<file path="src/dbc_pkg.sv">
// Shared types, constants and helpers of the dictionary bitmask code decompressor.
// Used by the channel interfaces, the parser, the queue and the word builder.
`default_nettype none

package dbc_pkg;

    localparam int WORD_W      = 32;
    localparam int BUF_W       = 66;   // leftover bits plus one stream word
    localparam int LEFT_MAX    = 34;   // longest incomplete code kept across words
    localparam int CNT_W       = 7;    // holds 0 .. BUF_W
    localparam int LEN_W       = 6;    // holds the longest code length
    localparam int DICT_DEPTH  = 8;
    localparam int DICT_IDX_W  = 3;
    localparam int CFG_IDX_W   = 3;
    localparam int RES_CNT_W   = 5;    // holds 0 .. MAX_RESULTS
    localparam int MAX_RESULTS = 28;
    localparam int FIFO_DEPTH  = 4;
    localparam int FIFO_PTR_W  = 2;
    localparam int FIFO_CNT_W  = 3;

    typedef enum logic [2:0] {
        FMT_REPEAT = 3'b000,
        FMT_MASK   = 3'b001,
        FMT_FLIP   = 3'b010,
        FMT_ADJ    = 3'b011,
        FMT_TWO    = 3'b100,
        FMT_DIRECT = 3'b101,
        FMT_RAW    = 3'b110,
        FMT_STOP   = 3'b111
    } fmt_t;

    typedef enum logic [1:0] {
        OP_WORD,
        OP_REPEAT,
        OP_END
    } op_kind_t;

    typedef enum logic {
        FE_IDLE,
        FE_PARSE
    } fe_state_t;

    // One queued job for the word builder.
    typedef struct packed {
        op_kind_t              kind;
        logic                  use_dict;
        logic [DICT_IDX_W-1:0] dict_idx;
        logic [WORD_W-1:0]     value;       // flip mask, or the raw word
        logic [1:0]            rep_cnt_m1;  // repeat count minus one
    } dbc_op_t;

    typedef struct packed {
        logic                 we;
        logic [CFG_IDX_W-1:0] index;
        logic [WORD_W-1:0]    data;
    } cfg_wr_t;

    // Code length in bits for a format; zero for the stop format.
    function automatic logic [LEN_W-1:0] code_length(input fmt_t fmt);
        logic [LEN_W-1:0] len;
        unique case (fmt)
            FMT_REPEAT: len = LEN_W'(5);
            FMT_MASK:   len = LEN_W'(15);
            FMT_FLIP:   len = LEN_W'(11);
            FMT_ADJ:    len = LEN_W'(11);
            FMT_TWO:    len = LEN_W'(16);
            FMT_DIRECT: len = LEN_W'(6);
            FMT_RAW:    len = LEN_W'(35);
            FMT_STOP:   len = LEN_W'(0);
            default:    len = LEN_W'(0);
        endcase
        return len;
    endfunction

endpackage

`default_nettype wire

</file>
<file path="src/dbc_in_if.sv">
// Input channel of the decompressor: one compressed stream word per request.
// Depends on dbc_pkg for the word width.
`default_nettype none

interface dbc_in_if;
    logic                      valid;
    logic                      ready;
    logic [dbc_pkg::WORD_W-1:0] stream_word;

    modport source (output valid, output stream_word, input ready);
    modport sink   (input valid, input stream_word, output ready);
endinterface

`default_nettype wire

</file>
<file path="src/dbc_out_if.sv">
// Output channel of the decompressor: one decoded instruction word per request.
// Depends on dbc_pkg for the word width.
`default_nettype none

interface dbc_out_if;
    logic                      valid;
    logic                      ready;
    logic [dbc_pkg::WORD_W-1:0] decoded_word;
    logic                      last_of_run;

    modport source (output valid, output decoded_word, output last_of_run, input ready);
    modport sink   (input valid, input decoded_word, input last_of_run, output ready);
endinterface

`default_nettype wire

</file>
<file path="src/dictionary_bitmask_code_decompressor.sv">
// Top level of the dictionary bitmask code decompressor.
// Depends on dbc_pkg, dbc_in_if, dbc_out_if, dbc_front, dbc_fifo and dbc_back.
//
// Use:
//   stream : valid/ready channel of 32-bit compressed words, first stream bit
//            in bit 31. A request is taken when valid and ready are both high.
//   result : valid/ready channel of decoded instruction words; last_of_run
//            marks the final word caused by one stream word.
//   cfg_we / cfg_index / cfg_data : dictionary writes, one per cycle, only
//            while the block is idle.
// Timing: the parser takes a stream word, then handles each complete code in turn
//   and closes the word with an end job; it takes no new stream word before
//   that. The builder emits one result a cycle while jobs are queued and the
//   receiver takes them; a repeat code yields its repeated words in turn. A
//   result passes the bit buffer, the job queue, the held result and the output
//   register; the last of a run follows its predecessor once the closing job
//   reaches the builder.
// Reset clears the bit buffer, the dictionary, the previous word and the stop
//   flag at once; there is no clearing pass. After a stop code every stream
//   word is taken and dropped until reset.
// A stalled receiver fills the output register, then the held result, then the
//   four-entry job queue, then stalls the parser; stream ready is low while it parses.
`default_nettype none

module dictionary_bitmask_code_decompressor (
    input  wire logic                          clk,
    input  wire logic                          rst_n,
    input  wire logic                          cfg_we,
    input  wire logic [dbc_pkg::CFG_IDX_W-1:0] cfg_index,
    input  wire logic [dbc_pkg::WORD_W-1:0]    cfg_data,
    dbc_in_if.sink                             stream,
    dbc_out_if.source                          result
);

    dbc_pkg::cfg_wr_t cfg;
    dbc_pkg::dbc_op_t push_data, pop_data;
    logic             push_valid, push_ready;
    logic             pop_valid, pop_ready;

    // bundle the dictionary write for the builder
    always_comb
    begin
        cfg.we    = cfg_we;
        cfg.index = cfg_index;
        cfg.data  = cfg_data;
    end

    // parse codes and classify them into jobs
    dbc_front u_front (
        .clk        (clk),
        .rst_n      (rst_n),
        .in_valid   (stream.valid),
        .in_ready   (stream.ready),
        .in_word    (stream.stream_word),
        .push_valid (push_valid),
        .push_ready (push_ready),
        .push_data  (push_data)
    );

    // decouple parser and builder so each may stall on its own
    dbc_fifo u_fifo (
        .clk        (clk),
        .rst_n      (rst_n),
        .push_valid (push_valid),
        .push_ready (push_ready),
        .push_data  (push_data),
        .pop_valid  (pop_valid),
        .pop_ready  (pop_ready),
        .pop_data   (pop_data)
    );

    // build words and drive the output register
    dbc_back u_back (
        .clk        (clk),
        .rst_n      (rst_n),
        .cfg        (cfg),
        .head_valid (pop_valid),
        .head_pop   (pop_ready),
        .head       (pop_data),
        .out_valid  (result.valid),
        .out_ready  (result.ready),
        .out_word   (result.decoded_word),
        .out_last   (result.last_of_run)
    );

endmodule

`default_nettype wire

</file>
<file path="src/dbc_fifo.sv">
// Short job queue between the code parser and the word builder.
// Depends on dbc_pkg for the job type and depth.
`default_nettype none

module dbc_fifo (
    input  wire logic            clk,
    input  wire logic            rst_n,
    input  wire logic            push_valid,
    output logic                 push_ready,
    input  wire dbc_pkg::dbc_op_t push_data,
    output logic                 pop_valid,
    input  wire logic            pop_ready,
    output dbc_pkg::dbc_op_t     pop_data
);

    dbc_pkg::dbc_op_t                     mem_reg [dbc_pkg::FIFO_DEPTH];
    logic [dbc_pkg::FIFO_PTR_W-1:0]       wr_ptr_reg, wr_ptr_next;
    logic [dbc_pkg::FIFO_PTR_W-1:0]       rd_ptr_reg, rd_ptr_next;
    logic [dbc_pkg::FIFO_CNT_W-1:0]       cnt_reg, cnt_next;
    logic                                 do_push, do_pop;

    assign push_ready = (cnt_reg != dbc_pkg::FIFO_CNT_W'(dbc_pkg::FIFO_DEPTH));
    assign pop_valid  = (cnt_reg != '0);
    assign pop_data   = mem_reg[rd_ptr_reg];
    assign do_push    = push_valid && push_ready;
    assign do_pop     = pop_valid && pop_ready;

    always_comb
    begin
        wr_ptr_next = do_push ? wr_ptr_reg + 1'b1 : wr_ptr_reg;
        rd_ptr_next = do_pop  ? rd_ptr_reg + 1'b1 : rd_ptr_reg;
        cnt_next    = cnt_reg
                    + dbc_pkg::FIFO_CNT_W'(do_push)
                    - dbc_pkg::FIFO_CNT_W'(do_pop);
    end

    always_ff @(posedge clk or negedge rst_n)
    begin
        if (!rst_n)
        begin
            wr_ptr_reg <= '0;
            rd_ptr_reg <= '0;
            cnt_reg    <= '0;
        end
        else
        begin
            wr_ptr_reg <= wr_ptr_next;
            rd_ptr_reg <= rd_ptr_next;
            cnt_reg    <= cnt_next;
        end
    end

    always_ff @(posedge clk)
    begin
        if (do_push)
        begin
            mem_reg[wr_ptr_reg] <= push_data;
        end
    end

endmodule

`default_nettype wire

</file>
<file path="src/dbc_front.sv">
// Code parser: takes stream words, parses one code a cycle from the bit buffer unless
// the job queue is full, and queues jobs for the word builder. Depends on dbc_pkg.
`default_nettype none

module dbc_front (
    input  wire logic                       clk,
    input  wire logic                       rst_n,
    input  wire logic                       in_valid,
    output logic                            in_ready,
    input  wire logic [dbc_pkg::WORD_W-1:0] in_word,
    output logic                            push_valid,
    input  wire logic                       push_ready,
    output dbc_pkg::dbc_op_t                push_data
);

    dbc_pkg::fe_state_t               state_reg, state_next;
    logic [dbc_pkg::BUF_W-1:0]        buf_reg, buf_next;
    logic [dbc_pkg::CNT_W-1:0]        cnt_reg, cnt_next;
    logic [dbc_pkg::RES_CNT_W-1:0]    n_reg, n_next;
    logic                             stopped_reg, stopped_next;

    dbc_pkg::fmt_t                    fmt;
    logic [dbc_pkg::LEN_W-1:0]        len;
    logic                             have_fmt, complete, room;
    logic                             end_scan, is_stop, code_ok;
    logic                             done, consume, accept;
    logic [4:0]                       pos_p, pos_q;
    logic [2:0]                       rep_cnt;
    logic [dbc_pkg::RES_CNT_W-1:0]    rem, emit_cnt, n_inc;

    assign fmt      = dbc_pkg::fmt_t'(buf_reg[65:63]);
    assign len      = dbc_pkg::code_length(fmt);
    assign have_fmt = (cnt_reg >= dbc_pkg::CNT_W'(3));
    assign complete = (cnt_reg >= dbc_pkg::CNT_W'(len));
    assign room     = (n_reg < dbc_pkg::RES_CNT_W'(dbc_pkg::MAX_RESULTS));
    assign is_stop  = have_fmt && (fmt == dbc_pkg::FMT_STOP);
    assign end_scan = !have_fmt || (fmt != dbc_pkg::FMT_STOP && !complete);
    assign code_ok  = have_fmt && (fmt != dbc_pkg::FMT_STOP) && complete;
    assign accept   = in_valid && in_ready;

    assign pos_p    = buf_reg[62:58];
    assign pos_q    = buf_reg[57:53];
    assign rep_cnt  = {1'b0, buf_reg[62:61]} + 3'd1;
    assign rem      = dbc_pkg::RES_CNT_W'(dbc_pkg::MAX_RESULTS) - n_reg;
    assign emit_cnt = (dbc_pkg::RES_CNT_W'(rep_cnt) < rem)
                    ? dbc_pkg::RES_CNT_W'(rep_cnt) : rem;

    // Next state
    always_comb
    begin
        state_next = state_reg;
        unique case (state_reg)
            dbc_pkg::FE_IDLE:
            begin
                if (accept && !stopped_reg)
                begin
                    state_next = dbc_pkg::FE_PARSE;
                end
            end
            dbc_pkg::FE_PARSE:
            begin
                if (done)
                begin
                    state_next = dbc_pkg::FE_IDLE;
                end
            end
            default: state_next = dbc_pkg::FE_IDLE;
        endcase
    end

    // Outputs and job building
    always_comb
    begin
        in_ready   = (state_reg == dbc_pkg::FE_IDLE);
        push_valid = (state_reg == dbc_pkg::FE_PARSE)
                   && (end_scan || is_stop || (code_ok && room));
        done       = (state_reg == dbc_pkg::FE_PARSE) && (end_scan || is_stop) && push_ready;
        consume    = (state_reg == dbc_pkg::FE_PARSE) && code_ok && (!room || push_ready);

        push_data.kind       = dbc_pkg::OP_WORD;
        push_data.use_dict   = 1'b1;
        push_data.dict_idx   = '0;
        push_data.value      = '0;
        push_data.rep_cnt_m1 = '0;
        n_inc                = dbc_pkg::RES_CNT_W'(1);

        if (end_scan || is_stop)
        begin
            push_data.kind = dbc_pkg::OP_END;
        end
        else
        begin
            unique case (fmt)
                dbc_pkg::FMT_REPEAT:
                begin
                    push_data.kind       = dbc_pkg::OP_REPEAT;
                    push_data.rep_cnt_m1 = 2'(emit_cnt - dbc_pkg::RES_CNT_W'(1));
                    n_inc                = emit_cnt;
                end
                dbc_pkg::FMT_MASK:
                begin
                    push_data.value    = {buf_reg[57:54], 28'b0} >> pos_p;
                    push_data.dict_idx = buf_reg[53:51];
                end
                dbc_pkg::FMT_FLIP:
                begin
                    push_data.value    = 32'h8000_0000 >> pos_p;
                    push_data.dict_idx = buf_reg[57:55];
                end
                dbc_pkg::FMT_ADJ:
                begin
                    // a pair starting at the last bit leaves the word alone
                    push_data.value    = (pos_p == 5'd31) ? 32'h0 : (32'hC000_0000 >> pos_p);
                    push_data.dict_idx = buf_reg[57:55];
                end
                dbc_pkg::FMT_TWO:
                begin
                    push_data.value    = (32'h8000_0000 >> pos_p) | (32'h8000_0000 >> pos_q);
                    push_data.dict_idx = buf_reg[52:50];
                end
                dbc_pkg::FMT_DIRECT:
                begin
                    push_data.dict_idx = buf_reg[62:60];
                end
                dbc_pkg::FMT_RAW:
                begin
                    push_data.use_dict = 1'b0;
                    push_data.value    = buf_reg[62:31];
                end
                dbc_pkg::FMT_STOP:
                begin
                    push_data.kind = dbc_pkg::OP_END;
                end
                default:
                begin
                    push_data.kind = dbc_pkg::OP_END;
                end
            endcase
        end

        buf_next     = buf_reg;
        cnt_next     = cnt_reg;
        n_next       = n_reg;
        stopped_next = stopped_reg;

        if (accept && !stopped_reg)
        begin
            // append below the leftover bits, which sit at the top of the buffer
            buf_next = buf_reg | ({in_word, {dbc_pkg::LEFT_MAX{1'b0}}} >> cnt_reg);
            cnt_next = cnt_reg + dbc_pkg::CNT_W'(dbc_pkg::WORD_W);
            n_next   = '0;
        end
        else if (done && is_stop)
        begin
            stopped_next = 1'b1;
            buf_next     = '0;
            cnt_next     = '0;
        end
        else if (consume)
        begin
            buf_next = buf_reg << len;
            cnt_next = cnt_reg - dbc_pkg::CNT_W'(len);
            if (room)
            begin
                n_next = n_reg + n_inc;
            end
        end
    end

    always_ff @(posedge clk or negedge rst_n)
    begin
        if (!rst_n)
        begin
            state_reg   <= dbc_pkg::FE_IDLE;
            buf_reg     <= '0;
            cnt_reg     <= '0;
            n_reg       <= '0;
            stopped_reg <= 1'b0;
        end
        else
        begin
            state_reg   <= state_next;
            buf_reg     <= buf_next;
            cnt_reg     <= cnt_next;
            n_reg       <= n_next;
            stopped_reg <= stopped_next;
        end
    end

    a_idle_left: assert property (@(posedge clk) disable iff (!rst_n)
        state_reg == dbc_pkg::FE_IDLE |-> cnt_reg <= dbc_pkg::CNT_W'(dbc_pkg::LEFT_MAX))
        else $error("leftover bits exceed the longest incomplete code");

    a_res_cap: assert property (@(posedge clk) disable iff (!rst_n)
        n_reg <= dbc_pkg::RES_CNT_W'(dbc_pkg::MAX_RESULTS))
        else $error("result count past its cap");

    a_stop_empty: assert property (@(posedge clk) disable iff (!rst_n)
        stopped_reg |-> cnt_reg == '0 && state_reg == dbc_pkg::FE_IDLE)
        else $error("bits buffered or parsing after stop");

endmodule

`default_nettype wire

</file>
<file path="src/dbc_back.sv">
// Word builder: runs queued jobs against the dictionary and previous word,
// holds one result back to mark the last of a run. Depends on dbc_pkg.
`default_nettype none

module dbc_back (
    input  wire logic                       clk,
    input  wire logic                       rst_n,
    input  wire dbc_pkg::cfg_wr_t           cfg,
    input  wire logic                       head_valid,
    output logic                            head_pop,
    input  wire dbc_pkg::dbc_op_t           head,
    output logic                            out_valid,
    input  wire logic                       out_ready,
    output logic [dbc_pkg::WORD_W-1:0]      out_word,
    output logic                            out_last
);

    logic [dbc_pkg::WORD_W-1:0] dict_reg [dbc_pkg::DICT_DEPTH];
    logic [dbc_pkg::WORD_W-1:0] prev_reg, prev_next;
    logic [1:0]                 rep_reg, rep_next;
    logic                       pend_valid_reg, pend_valid_next;
    logic [dbc_pkg::WORD_W-1:0] pend_word_reg, pend_word_next;
    logic                       out_valid_reg, out_valid_next;
    logic [dbc_pkg::WORD_W-1:0] out_word_reg, out_word_next;
    logic                       out_last_reg, out_last_next;

    logic                       out_free, can_shift, fire;
    logic [dbc_pkg::WORD_W-1:0] built;

    assign out_valid = out_valid_reg;
    assign out_word  = out_word_reg;
    assign out_last  = out_last_reg;

    assign out_free  = !out_valid_reg || out_ready;
    assign can_shift = !pend_valid_reg || out_free;
    assign fire      = head_valid && can_shift;

    always_comb
    begin
        built = head.use_dict ? (dict_reg[head.dict_idx] ^ head.value) : head.value;

        head_pop        = 1'b0;
        prev_next       = prev_reg;
        rep_next        = rep_reg;
        pend_valid_next = pend_valid_reg;
        pend_word_next  = pend_word_reg;
        out_valid_next  = out_valid_reg && !out_ready;
        out_word_next   = out_word_reg;
        out_last_next   = out_last_reg;

        if (fire)
        begin
            // hand the held result on before taking a new one
            if (pend_valid_reg)
            begin
                out_valid_next = 1'b1;
                out_word_next  = pend_word_reg;
                out_last_next  = (head.kind == dbc_pkg::OP_END);
            end
            unique case (head.kind)
                dbc_pkg::OP_WORD:
                begin
                    head_pop        = 1'b1;
                    prev_next       = built;
                    pend_valid_next = 1'b1;
                    pend_word_next  = built;
                end
                dbc_pkg::OP_REPEAT:
                begin
                    pend_valid_next = 1'b1;
                    pend_word_next  = prev_reg;
                    if (rep_reg == head.rep_cnt_m1)
                    begin
                        head_pop = 1'b1;
                        rep_next = '0;
                    end
                    else
                    begin
                        rep_next = rep_reg + 2'd1;
                    end
                end
                dbc_pkg::OP_END:
                begin
                    head_pop        = 1'b1;
                    pend_valid_next = 1'b0;
                end
                default:
                begin
                    head_pop = 1'b1;
                end
            endcase
        end
    end

    always_ff @(posedge clk or negedge rst_n)
    begin
        if (!rst_n)
        begin
            for (int i = 0; i < dbc_pkg::DICT_DEPTH; i++)
            begin
                dict_reg[i] <= '0;
            end
            prev_reg       <= '0;
            rep_reg        <= '0;
            pend_valid_reg <= 1'b0;
            out_valid_reg  <= 1'b0;
        end
        else
        begin
            if (cfg.we)
            begin
                dict_reg[cfg.index] <= cfg.data;
            end
            prev_reg       <= prev_next;
            rep_reg        <= rep_next;
            pend_valid_reg <= pend_valid_next;
            out_valid_reg  <= out_valid_next;
        end
    end

    always_ff @(posedge clk)
    begin
        pend_word_reg <= pend_word_next;
        out_word_reg  <= out_word_next;
        out_last_reg  <= out_last_next;
    end

    a_rep_range: assert property (@(posedge clk) disable iff (!rst_n)
        head_valid && head.kind == dbc_pkg::OP_REPEAT |-> rep_reg <= head.rep_cnt_m1)
        else $error("repeat counter past its count");

    a_rep_head: assert property (@(posedge clk) disable iff (!rst_n)
        rep_reg != 2'd0 |-> head_valid && head.kind == dbc_pkg::OP_REPEAT)
        else $error("repeat in progress without a repeat job");

    a_no_overwrite: assert property (@(posedge clk) disable iff (!rst_n)
        fire && pend_valid_reg |-> out_free)
        else $error("held result moved onto a stalled output");

endmodule

`default_nettype wire

</file>
<file path="src/flat_wrapper.sv">
// flat-port wrapper written by rule: the top's interface ports become plain ports
module dictionary_bitmask_code_decompressor_flat 
  (clk, rst_n, cfg_we, cfg_index, cfg_data, stream_valid, stream_stream_word, stream_ready, result_valid, result_decoded_word, result_last_of_run, result_ready);
  dbc_in_if stream_i ();
  dbc_out_if result_i ();
  input  wire logic clk;
  input  wire logic rst_n;
  input  wire logic cfg_we;
  input  wire logic [dbc_pkg::CFG_IDX_W-1:0] cfg_index;
  input  wire logic [dbc_pkg::WORD_W-1:0] cfg_data;
  input wire logic [$bits(stream_i.valid)-1:0] stream_valid;
  input wire logic [$bits(stream_i.stream_word)-1:0] stream_stream_word;
  output wire logic [$bits(stream_i.ready)-1:0] stream_ready;
  output wire logic [$bits(result_i.valid)-1:0] result_valid;
  output wire logic [$bits(result_i.decoded_word)-1:0] result_decoded_word;
  output wire logic [$bits(result_i.last_of_run)-1:0] result_last_of_run;
  input wire logic [$bits(result_i.ready)-1:0] result_ready;
  assign stream_i.valid = stream_valid;
  assign stream_i.stream_word = stream_stream_word;
  assign stream_ready = stream_i.ready;
  assign result_valid = result_i.valid;
  assign result_decoded_word = result_i.decoded_word;
  assign result_last_of_run = result_i.last_of_run;
  assign result_i.ready = result_ready;
  dictionary_bitmask_code_decompressor u_core (.clk(clk), .rst_n(rst_n), .cfg_we(cfg_we), .cfg_index(cfg_index), .cfg_data(cfg_data), .stream(stream_i), .result(result_i));
endmodule
</file>
<file path="config.mk">
export PLATFORM = sky130hd
export DESIGN_NAME = dictionary_bitmask_code_decompressor_flat
export DESIGN_NICKNAME = d
export VERILOG_FILES = /design/src/dbc_pkg.sv /design/src/dbc_in_if.sv /design/src/dbc_out_if.sv /design/src/dictionary_bitmask_code_decompressor.sv /design/src/dbc_fifo.sv /design/src/dbc_front.sv /design/src/dbc_back.sv /design/src/flat_wrapper.sv
export SDC_FILE = /design/constraint.sdc
export NUM_CORES = 1
export LEC_CHECK = 0
export BUFFER_PORTS_ARGS = -buffer_cell sky130_fd_sc_hd__buf_2
export CORE_ASPECT_RATIO = 1.5
export CORE_MARGIN = 2
export CORE_UTILIZATION = 30
export DETAILED_ROUTE_END_ITERATION = 8
export HOLD_SLACK_MARGIN = 0.15
export PLACE_DENSITY = 0.52
export SYNTH_ARGS = -nofsm -noshare
export SYNTH_HDL_FRONTEND = slang
export SYNTH_SLANG_ARGS = --single-unit
export TNS_END_PERCENT = 5
</file>
<file path="constraint.sdc">
create_clock -name clk -period 5.99 [get_ports clk]
set_clock_uncertainty 0.2 [all_clocks]
set_input_delay 0.2995 -clock clk [delete_from_list [all_inputs] [get_ports clk]]
set_output_delay 0.2995 -clock clk [all_outputs]
set_load 0.005 [all_outputs]
</file>
After elaboration in Yosys (flattened, before gate mapping)
Memories as Yosys holds them, arrays and structs flattened.
Index checks and enable logic that the tools add are counted.
Widths: inputs -> output; s select.

word-level totals
  register bits after elaboration = 444
  bits in writable memories = 160
  bits in read-only memories = 48
  output and inout bits = 35
  memories kept = 2

memory list
  memory                 words  bits a word  read ports  clocked after memory_dff  write ports  line            text
  u_core.u_fifo.mem_reg  4      40           1           0                         1            dbc_fifo.sv:16  dbc_pkg::dbc_op_t mem_reg [dbc_pkg::FIFO_DEPTH];
  (name not given)       8      6            1           0                         0            dbc_pkg.sv:61   unique case (fmt)

operators by class
  $add $sub $neg = 11
  $lt $le $gt $ge = 7
  eq/ne operators = 14
  shifts and indexed selects = 6
  muxes and demuxes = 41
  bitwise logic cells = 7
  reductions and logical operators = 48

operator list
  cell                   count
  $bwmux 256             1
  $mux 66                3
  $mux 32                5
  $pmux 32 s5            1
  $bmux 32 s3            1
  $demux 32 s3           1
  $shr 32x5->32 const A  3
  $or 66x66->66          1
  $shl 66x6->66          1
  $shr 66x7->66          1
  $pmux 32 s2            1
  $mux 38                1
  $mux 5                 7
  $or 32x32->32          1
  $shr 32x5->32          1
  $xor 32x32->32         1
  $mux 7                 3
  $logic_and 1x1->1      18
  $eq 3x3->1 const B     4
  $pmux 3 s4             1
  $reduce_and 2->1       6
  $mux 1                 10
  $ge 4x4->1 const B     2
  $not 3->4              2
  other kinds (34)       58

Depth between registers and ports, before layout
Gate-level depths: netlist (run 1).
An unclocked memory read counts as a cell.

  word-level depth = 12
  mapped depth = 26
  depth with buffers taken out = 23

By module
Synthesis (run 1) repeated with hierarchy kept, for this count alone.

second synthesis, totals
  cells, all modules = 2895
  area total of the unflattened synthesis = 34684.5 um^2

by module, submodules not included
  module     times used  cells each  area an instance (um^2)  seq. area each (um^2)
  dbc_back   1           1070        15795.1                  9258.9
  dbc_front  1           1574        12595.8                  2001.9
  dbc_fifo   1           251         6293.5                   4979.8

Worst setup path before layout (run 1)
Ideal clock, no wire load.

  path kind = reg2reg
  start = register u_core.u_front.buf_reg[64] (netlist name)
  end = memory u_core.u_fifo.mem_reg[0][0] (netlist name) (enable)
  library setup time = 401 ps
  arrival = 4478 ps
  setup slack = 911 ps
  cell stages (with the launch flop) = 16
  path buffers = 4
  clock period less this slack = 5079 ps
  cells stage by stage = dfrtp_1 > inv_1 > ha_1 > and2_1 > buf_2 > inv_1 > clkbuf_1 > buf_2 > clkbuf_1 > ha_1 > a21o_1 > a211o_1 > a41oi_2 > nor2_1 > a21boi_1 > and2_1

on the way
  word-level cells in the longest chain between the ends = 11
  elaborated cells between the ends (all ways) = 17

ends and longest elaborated chain
  what                              line              text
  start: declaration                dbc_front.sv:17   logic [dbc_pkg::BUF_W-1:0] buf_reg, buf_next;
  start signal: assignment          dbc_front.sv:183  buf_reg <= buf_next;
  $mem_v2 8x6                       n/a
  $ge 7x6->1                        dbc_front.sv:34   assign complete = (cnt_reg >= dbc_pkg::CNT_W'(len));
  $logic_not 1->1                   dbc_front.sv:37   assign end_scan = !have_fmt || (fmt != dbc_pkg::FMT_STOP && !complete);
  $logic_and 1x1->1                 dbc_front.sv:37
  $logic_or 1x1->1                  dbc_front.sv:37
  $logic_or 1x1->1                  dbc_front.sv:76   && (end_scan || is_stop || (code_ok && room));
  $logic_or 1x1->1 (*)              dbc_front.sv:76
  $logic_and 1x1->1 (*)             dbc_front.sv:76
  $logic_and 1x1->1 (*)             dbc_fifo.sv:25    assign do_push = push_valid && push_ready;
  $mux 1 (*)                        dbc_fifo.sv:55    if (do_push)
  $mux 1 (implied by the code) (*)  dbc_fifo.sv:57    mem_reg[wr_ptr_reg] <= push_data;
  end: declaration                  dbc_fifo.sv:16

Every way passes the cells marked *; elsewhere a longest branch is shown, timed or not.

Worst setup path after layout (run 1)
  start = register u_core.u_front.buf_reg[64] (netlist name)
  end = register u_core.u_fifo.cnt_reg[2] (netlist name)

on the way
  word-level cells in the longest chain between the ends = 11
  elaborated cells between the ends (all ways) = 17

ends and longest elaborated chain
  what                                  line             text
  $mem_v2 8x6                           n/a
  $ge 7x6->1                            dbc_front.sv:34
  $logic_not 1->1                       dbc_front.sv:37
  $logic_and 1x1->1                     dbc_front.sv:37
  $logic_or 1x1->1                      dbc_front.sv:37
  $logic_or 1x1->1                      dbc_front.sv:76
  $logic_or 1x1->1 (*)                  dbc_front.sv:76
  $logic_and 1x1->1 (*)                 dbc_front.sv:76
  $logic_and 1x1->1 (*)                 dbc_fifo.sv:25
  $add 3x1->3 (*)                       dbc_fifo.sv:33   + dbc_pkg::FIFO_CNT_W'(do_push)
  $sub 3x1->3 (*)                       dbc_fifo.sv:34   - dbc_pkg::FIFO_CNT_W'(do_pop);
  net u_core.u_fifo.cnt_next (one bit)  dbc_fifo.sv:19   logic [dbc_pkg::FIFO_CNT_W-1:0] cnt_reg, cnt_next;
  end signal: assignment                dbc_fifo.sv:49   cnt_reg <= cnt_next;
  end: declaration                      dbc_fifo.sv:19

The timed path passes the listed nets; every way through them passes the cells marked *.
A chain may end at the register's enable or synchronous reset.

==> metrics.md, run 1 <==
| Metric | Value |
|---|---|
| First-pass GRT wire length | `181000 um` |
| Top-count cell post-synth | `dfrtp_1` |
| Hold Path Class | `in2async` |
| Post-synth EDFFs | `225` |
| Global router's overall resource usage | `20.2%` |
| Slowest cell delay on critical path | `0.48 ns` |
| Clock Sinks | `604` |
| Total routed wirelength | `122000 um` |
| Area leader, netlist | `dfrtp_1` |
| Max-cap violations | `0` |
| DRC viols | `0` |
| DIE WIDTH | `283 um` |
| Slowest cell on crit path | `a21boi_1` |
| Antenna-violating nets left | `0` |
| Worst-path cell chain | `inv_1 -> ha_1 -> nor2_8 -> inv_2 -> nand2_2 -> inv_2 -> ha_1 -> a21oi_1 -> o211ai_1 -> a41oi_2 -> buf_4 -> nor2_1 -> buf_4 -> a21boi_1 -> inv_1 -> ha_1 -> inv_1 -> ha_1 -> fa_1 -> xnor2_1 -> xnor2_1` |
| Largest net degree at the start of global routing | `115` |
| Initial Util | `30.2%` |
| DR iter-0 viols | `2290` |
| # resized after CTS | `0` |
| Final setup viols | `0` |
| Synthesized cell area | `35000 um2` |
| Cells after synthesis | `2962` |
| Dpl hpwl | `82500 um` |
| I/O pin cnt | `107` |
| Run status | `complete, but fails checks` |
| Routability cong. | `0.981` |
| Period utilization | `82.8%` |
| WL/cell | `26.4 um` |
| Async set-reset flop share out of synthesis | `62.7%` |
| Drt pass-1 iters | `8` |
| Post-synthesis sequential area ratio | `46.4%` |
| Slew HR | `-2.51%` |
| Main synth FF type | `dfrtp_1` |
| Cell family contributing the most delay on the critical path | `adder cells` |
| Die Height | `422 um` |
| CP endpoint kind | `register` |
| Vias per cell | `5.74` |
| Worst-Margin Slew | `1.54 ns` |
| Top-area cell type share of the netlist area | `27.1%` |
| Failing checks | `max-slew violations` |
| Largest register FFs | `256` |
| CP Class | `reg2reg` |
| Avg Inst Size Synth | `11.8 um2` |
| Worst Path Buf+Inv | `7` |
| FP Rows | `153` |
| CTS tree | `yes` |
| Fmax | `202 MHz` |
| Final Hold Viols | `0` |
| Ys Warns | `0` |
| RSZ-0062 raised after global routing | `false` |
| Initial antenna violation count | `1` |
| Critical path peak fanout | `14` |
| Total global routing overflow | `0` |
| CP startpoint kind | `register` |
| Worst-case clock buffer depth | `3` |
| Vias in the first global route | `26900` |
| Core area | `116000 um2` |
| Port buffer count | `106` |
| Root Buffer | `clkbuf_16` |
| Syn-to-layout area delta | `13.6%` |
| Setup TNS | `0 ns` |
| Cell mode on critical path | `ha_1` |
| Htree depth | `3` |
| Commonest cells post-synth | `dfrtp_1, mux2_2, nand2_1` |
| CP required | `6.35 ns` |
| Synth top area cells | `dfrtp_1, edfxtp_1, mux2_2` |
| Worst skew pair latency | `0.65 ns` |
| Synthesized flop and latch total | `604` |
| Die area | `119000 um2` |
| Vias | `26500` |
| Layout cells sized above 1 | `28.2%` |
| Max-slew violation count | `7` |
| CP Data Arrival Time | `5.32 ns` |
| Post-layout min period | `4.96 ns` |
| Netlist cell types | `86` |
| Num CTS Buffers | `66` |
| Worst-path clk slew | `0.07 ns` |
| Post-layout nets | `3125` |
| Net Count, Synth | `3068` |
==> cell families (layout without fill, tap and decap cells) <==
logic type	count (synthesis)	count (layout)	share of synthesized area, %
AOI/OAI and AO/OA	721	721	14.3
buffers and inverters	293	403	3.63
adders and majority gates	34	34	1.28
DFF	604	604	46.4
and+or+nand+nor	639	639	8.66
muxes	623	623	24.5
other	1	4	0.0107
xor gates and xnor gates	47	47	1.18
==> worst register-to-register path, delay by kind of cell (launching register included) <==
family	cells	cell delay, ns
AOI/OAI and AO/OA	4	1.08
DFF	1	0.46
and+or+nand+nor	3	0.20
adders and majority gates	5	1.51
buffers and inverters	7	1.10
xor gates and xnor gates	2	0.33
==> final timing paths <==
kind / depth (start not counted) / start / endpoint / slack, ns
min in group clk: 0 / u_core.u_back.pend_word_reg[1] / u_core.u_back.out_word[1] / 0.22
min reg2reg: 0 / u_core.u_back.pend_word_reg[1] / u_core.u_back.out_word[1] / 0.22
min: 2 / rst_n / u_core.u_back.dict_reg[246] / 0.12
max reg2reg: 21 / u_core.u_front.buf_reg[64] / u_core.u_fifo.cnt_reg[2] / 1.03
max: 21 / u_core.u_front.buf_reg[64] / u_core.u_fifo.cnt_reg[2] / 1.03
max in group asynchronous: 3 / rst_n / u_core.u_front.buf_reg[23] / 3.87
==> stage by stage <==
step	cells	worst slack, ns	hold slack, ns	area [um2]	util (%)
6_report	4625	1.03	0.120	39700	34.3
5_1_grt	4623	0.615	0.212	39700	34.3
4_1_cts	4622	1.02	0.174	39700	34.3
2_1_floorplan	2962	0.911	-0.196	35000	-
3_3_place_gp	4466	1.11	0.200	37200	32.1
3_5_place_dp	4466	1.05	0.205	37200	32.1
==> layer usage <==
layer	vias to the layer above	global-route usage, %	part of all wire, %
met4	0	13.9	7.7
met2	1100	34.0	48
li1	11600	-	-
met3	391	2.69	5.4
met1	13500	23.8	39
met5	-	0	0
==> final cells by class <==
class,instances,area [um2]
antenna,3,7.51
clock inverter,26,310
fill,11500,76100
tap,1550,1940
timing repair buffer,234,1600
multi-input combinational,2065,17600
clock buffer,95,1870
sequential,604,16200
inverter,48,183
==> placed cells by master (no fill, tap or decap), types with 68 or more instances in the layout <==
cell type | netlist | layout
buf_2 | 47 | 105
edfxtp_1 | 225 | 225
mux2_2 | 364 | 364
mux4_2 | 150 | 148
nor2_1 | 152 | 149
a211oi_1 | 92 | 91
o21ai_0 | 97 | 97
a21oi_1 | 165 | 165
clkbuf_16 | 0 | 68
mux2i_1 | 109 | 109
buf_4 | 17 | 92
nand2_1 | 234 | 233
dfrtp_1 | 379 | 375
==> timing repair <==
action                     CTS  global route
buffers inserted             0             0
hold buffers                35             0
hold endpoints to repair   372             0
setup endpoints to repair    0             0
Power of run 1 is not shown: default switching activity piles up to over one toggle a cycle in this logic, so the estimate is an artifact.
==> run 2, diff against run 1 <==
Settings changed: ABC_AREA from default to 1, PLACE_DENSITY 0.52 to 0.54.
Clock period 5.99 ns to 4.4 ns, I/O delays scaled along.
==> run 2 against run 1 <==
- the flow now finishes without violations
- final cell count rose by 38%
- final area rose by 1.3%
- critical path depth fell by 2
- sequential share of layout area fell by 0.52 points
- flip-flop and latch count did not move
- area after synthesis rose by 1.1%
- first-iteration DRC count rose by 1.3%
- utilization barely moved
- global-route usage fell by 0.35 points
- non-clock buffer count rose by 21
- register-to-register slack got worse by 0.60 ns
- fmax rose by 25%
==> metrics.md, run 2 <==
| Metric | Value |
|---|---|
| Run status | `finished, final reports clean` |
| CP endpoint kind | `register` |
| RSZ-0062 raised after global routing | `false` |
| Vias in the first global route | `31300 (+16%)` |
| CTS tree | `yes` |
| Largest net degree at the start of global routing | `193 (+68%)` |
| Post-layout min period | `3.97 ns (-0.987 ns)` |
| Worst-Margin Slew | `1.15 ns (-0.383 ns)` |
| Ys Warns | `0 (unchanged)` |
| Worst-case clock buffer depth | `3 (unchanged)` |
| # diodes | `0 (-3)` |
| CP startpoint kind | `register` |
| Antenna-violating nets left | `0 (unchanged)` |
| DIE WIDTH | `284 um (+0.56%)` |
| Critical path peak fanout | `7 (-7)` |
| Port buffer count | `106 (unchanged)` |
| Vias | `32400 (+22%)` |
| Max-cap violations | `0 (unchanged)` |
| Routability cong. | `0.946 (-3.5%)` |
| Core area | `117000 um2 (+1.2%)` |
| Worst-path cell chain | `inv_2 -> ha_1 -> nand2_2 -> ha_1 -> a21o_1 -> a211oi_1 -> nand3_1 -> nand2_2 -> inv_1 -> nand2_1 -> nor2_1 -> inv_1 -> ha_1 -> inv_1 -> fa_1 -> o21ai_0 -> a21oi_1 -> xor2_1 -> o31ai_1` |
| Global router's overall resource usage | `19.9% (-0.35 points)` |
| Root Buffer | `clkbuf_16` |
| Post-layout nets | `4894 (+57%)` |
| Final setup viols | `0 (unchanged)` |
| Netlist cell types | `51 (-41%)` |
| Die area | `121000 um2 (+1.1%)` |
| Cells after synthesis | `4769 (+61%)` |
| Num CTS Buffers | `61 (-7.6%)` |
| Post-synthesis sequential area ratio | `45.9% (-0.52 points)` |
| Drt pass-1 iters | `6 (-2)` |
| Async set-reset flop share out of synthesis | `62.7% (unchanged)` |
| Layout Cells excl Fill | `6401 (+38%)` |
| Main synth FF type | `dfrtp_1` |
| FP Rows | `154 (+0.65%)` |
| Fmax | `252 MHz (+25%)` |
| Slew HR | `22.7% (+25 points)` |
| Period utilization | `90.3% (+7.5 points)` |
| WL/cell | `19.2 um (-27%)` |
| Filler cells | `12500 (+9.1%)` |
| DRC viols | `0 (unchanged)` |
| DR iter-0 viols | `2319 (+1.3%)` |
| CP required | `4.76 ns (-1.59 ns)` |
| Net Count, Synth | `4875 (+59%)` |
| Top-area cell type share of the netlist area | `26.8% (-0.30 points)` |
| Avg Inst Size Synth | `7.42 um2 (-37%)` |
| Synth top area cells | `dfrtp_1, edfxtp_1, nand2_1` |
| Layout cells sized above 1 | `7.58% (-21 points)` |
| Most frequent cells in the layout | `nand2_1, nand3_1, o21ai_0, inv_1, dfrtp_1` |
| Total routed wirelength | `123000 um (+0.68%)` |
| Worst skew pair latency | `0.68 ns (+0.03 ns)` |
| WHS | `0.210 ns (+0.0897 ns)` |
| Cells after DPL | `6235 (+40%)` |
| Hold Path Class | `reg2reg` |
| Final Hold Viols | `0 (unchanged)` |
| CP Data Arrival Time | `4.33 ns (-0.99 ns)` |
| Area leader, netlist | `dfrtp_1` |
| Initial Util | `30.2% (about the same)` |
| Max-slew violation count | `0 (-7)` |
| Most common cell after layout, fill and taps aside | `nand2_1` |
| Vias per cell | `5.06 (-12%)` |
| I/O pin cnt | `107 (unchanged)` |
| Htree depth | `2 (-1)` |
| Total global routing overflow | `0 (unchanged)` |
| First-pass GRT wire length | `188000 um (+4.0%)` |
| Worst-path clk slew | `0.07 ns (about the same)` |
| Syn-to-layout area delta | `13.8%` |
| Largest register FFs | `256 (unchanged)` |
| Die Height | `424 um (+0.56%)` |
| Setup TNS | `0 ns (unchanged)` |
| Slowest cell delay on critical path | `0.47 ns (about the same)` |
| Clock Sinks | `604 (unchanged)` |
| Commonest cells post-synth | `nand2_1, nand3_1, o21ai_0` |
| Slowest cell on crit path | `dfrtp_1` |
| Dpl hpwl | `86600 um (+4.9%)` |
| Top-count cell post-synth | `nand2_1` |
| Synthesized flop and latch total | `604 (unchanged)` |
| Synthesized cell area | `35400 um2 (+1.1%)` |
| CP Class | `reg2reg` |
| Initial antenna violation count | `0 (-1)` |
| Post-synth EDFFs | `225 (unchanged)` |
## run 2: cell count changes in the layout (fill, tap and decap cells not counted), sizes merged, moves of 150 or more
cell   previous run  this run
nand2           235      1479
nand3            36       711
o21ai           103       512
inv              48       421
mux2            364         1
mux4            150         0
## run 2: final timing paths
check                                                     from                     endpoint  slack, ns  cells after the start
worst max register to register      u_core.u_front.buf_reg[63]      u_core.u_front.n_reg[4]       0.43                     19
worst min register to register  u_core.u_back.pend_word_reg[3]    u_core.u_back.out_word[3]       0.21                      0
max in group asynchronous                                rst_n   u_core.u_front.buf_reg[43]       2.90                      4
min in group asynchronous                                rst_n  u_core.u_back.dict_reg[222]       0.57                      4
worst min-delay path            u_core.u_back.pend_word_reg[3]    u_core.u_back.out_word[3]       0.21                      0
worst max-delay path                u_core.u_front.buf_reg[63]      u_core.u_front.n_reg[4]       0.43                     19
## run 2: through the flow
| step | area (um2) | utilization, % | worst slack [ns] |
|---|---|---|---|
| 2_1_floorplan | 35400 | - | -0.662 |
| 5_1_grt | 40200 | 34.3 | 0.0183 |
| 4_1_cts | 40200 | 34.3 | 0.372 |
| 3_5_place_dp | 37500 | 32.0 | 0.406 |
| 6_report | 40200 | 34.3 | 0.428 |
| 3_3_place_gp | 37500 | 32.0 | 0.494 |
## run 2: worst max-delay path, delay by kind of cell (launching register included)
kind                       cells  cell delay [ns]
DFF                            1             0.47
buffers and inverters          4             0.37
xor gates and xnor gates       1             0.14
and+or+nand+nor                5             0.63
adders and majority gates      4             1.15
AOI/OAI and AO/OA              5             0.89
## run 2: cells by family after synthesis
| group | synth area share [%] |
|---|---|
| AND/OR/NAND/NOR | 29.2 |
| AO/OA/AOI/OAI | 14.1 |
| buffers and inverters | 8.42 |
| flip-flops | 45.9 |
| XOR/XNOR | 1.07 |
| adder cells (fa/ha/maj) | 1.27 |
| multiplexers | 0.0601 |
| other | 0.0106 |
## run 2: layout make-up
class	instances	area (um2)	share of cell area, %
inverter	425	1600	3.97
clock buffer	75	1660	4.13
multi-input combinational	3441	16300	40.5
clock inverter	41	554	1.38
sequential	604	16200	40.4
timing repair buffer	255	1950	4.85
tap	1560	1950	4.85
## run 2: routing by layer
layer	wire length (um)	global-route usage [%]	vias up
met3	5160	2.15	318
met5	0	0	-
met1	48200	22.8	15300
li1	-	-	15900
met4	7600	11.4	0
met2	61900	35.9	941
## run 2: timing repair
action                                  4_1_cts  5_1_grt
buffers inserted                              0        0
endpoints found under the setup margin        0        1
hold buffers                                 50        0
gates resized for setup                       0        1
endpoints found under the hold margin       617        0
Power of run 2 is left out for the same reason.
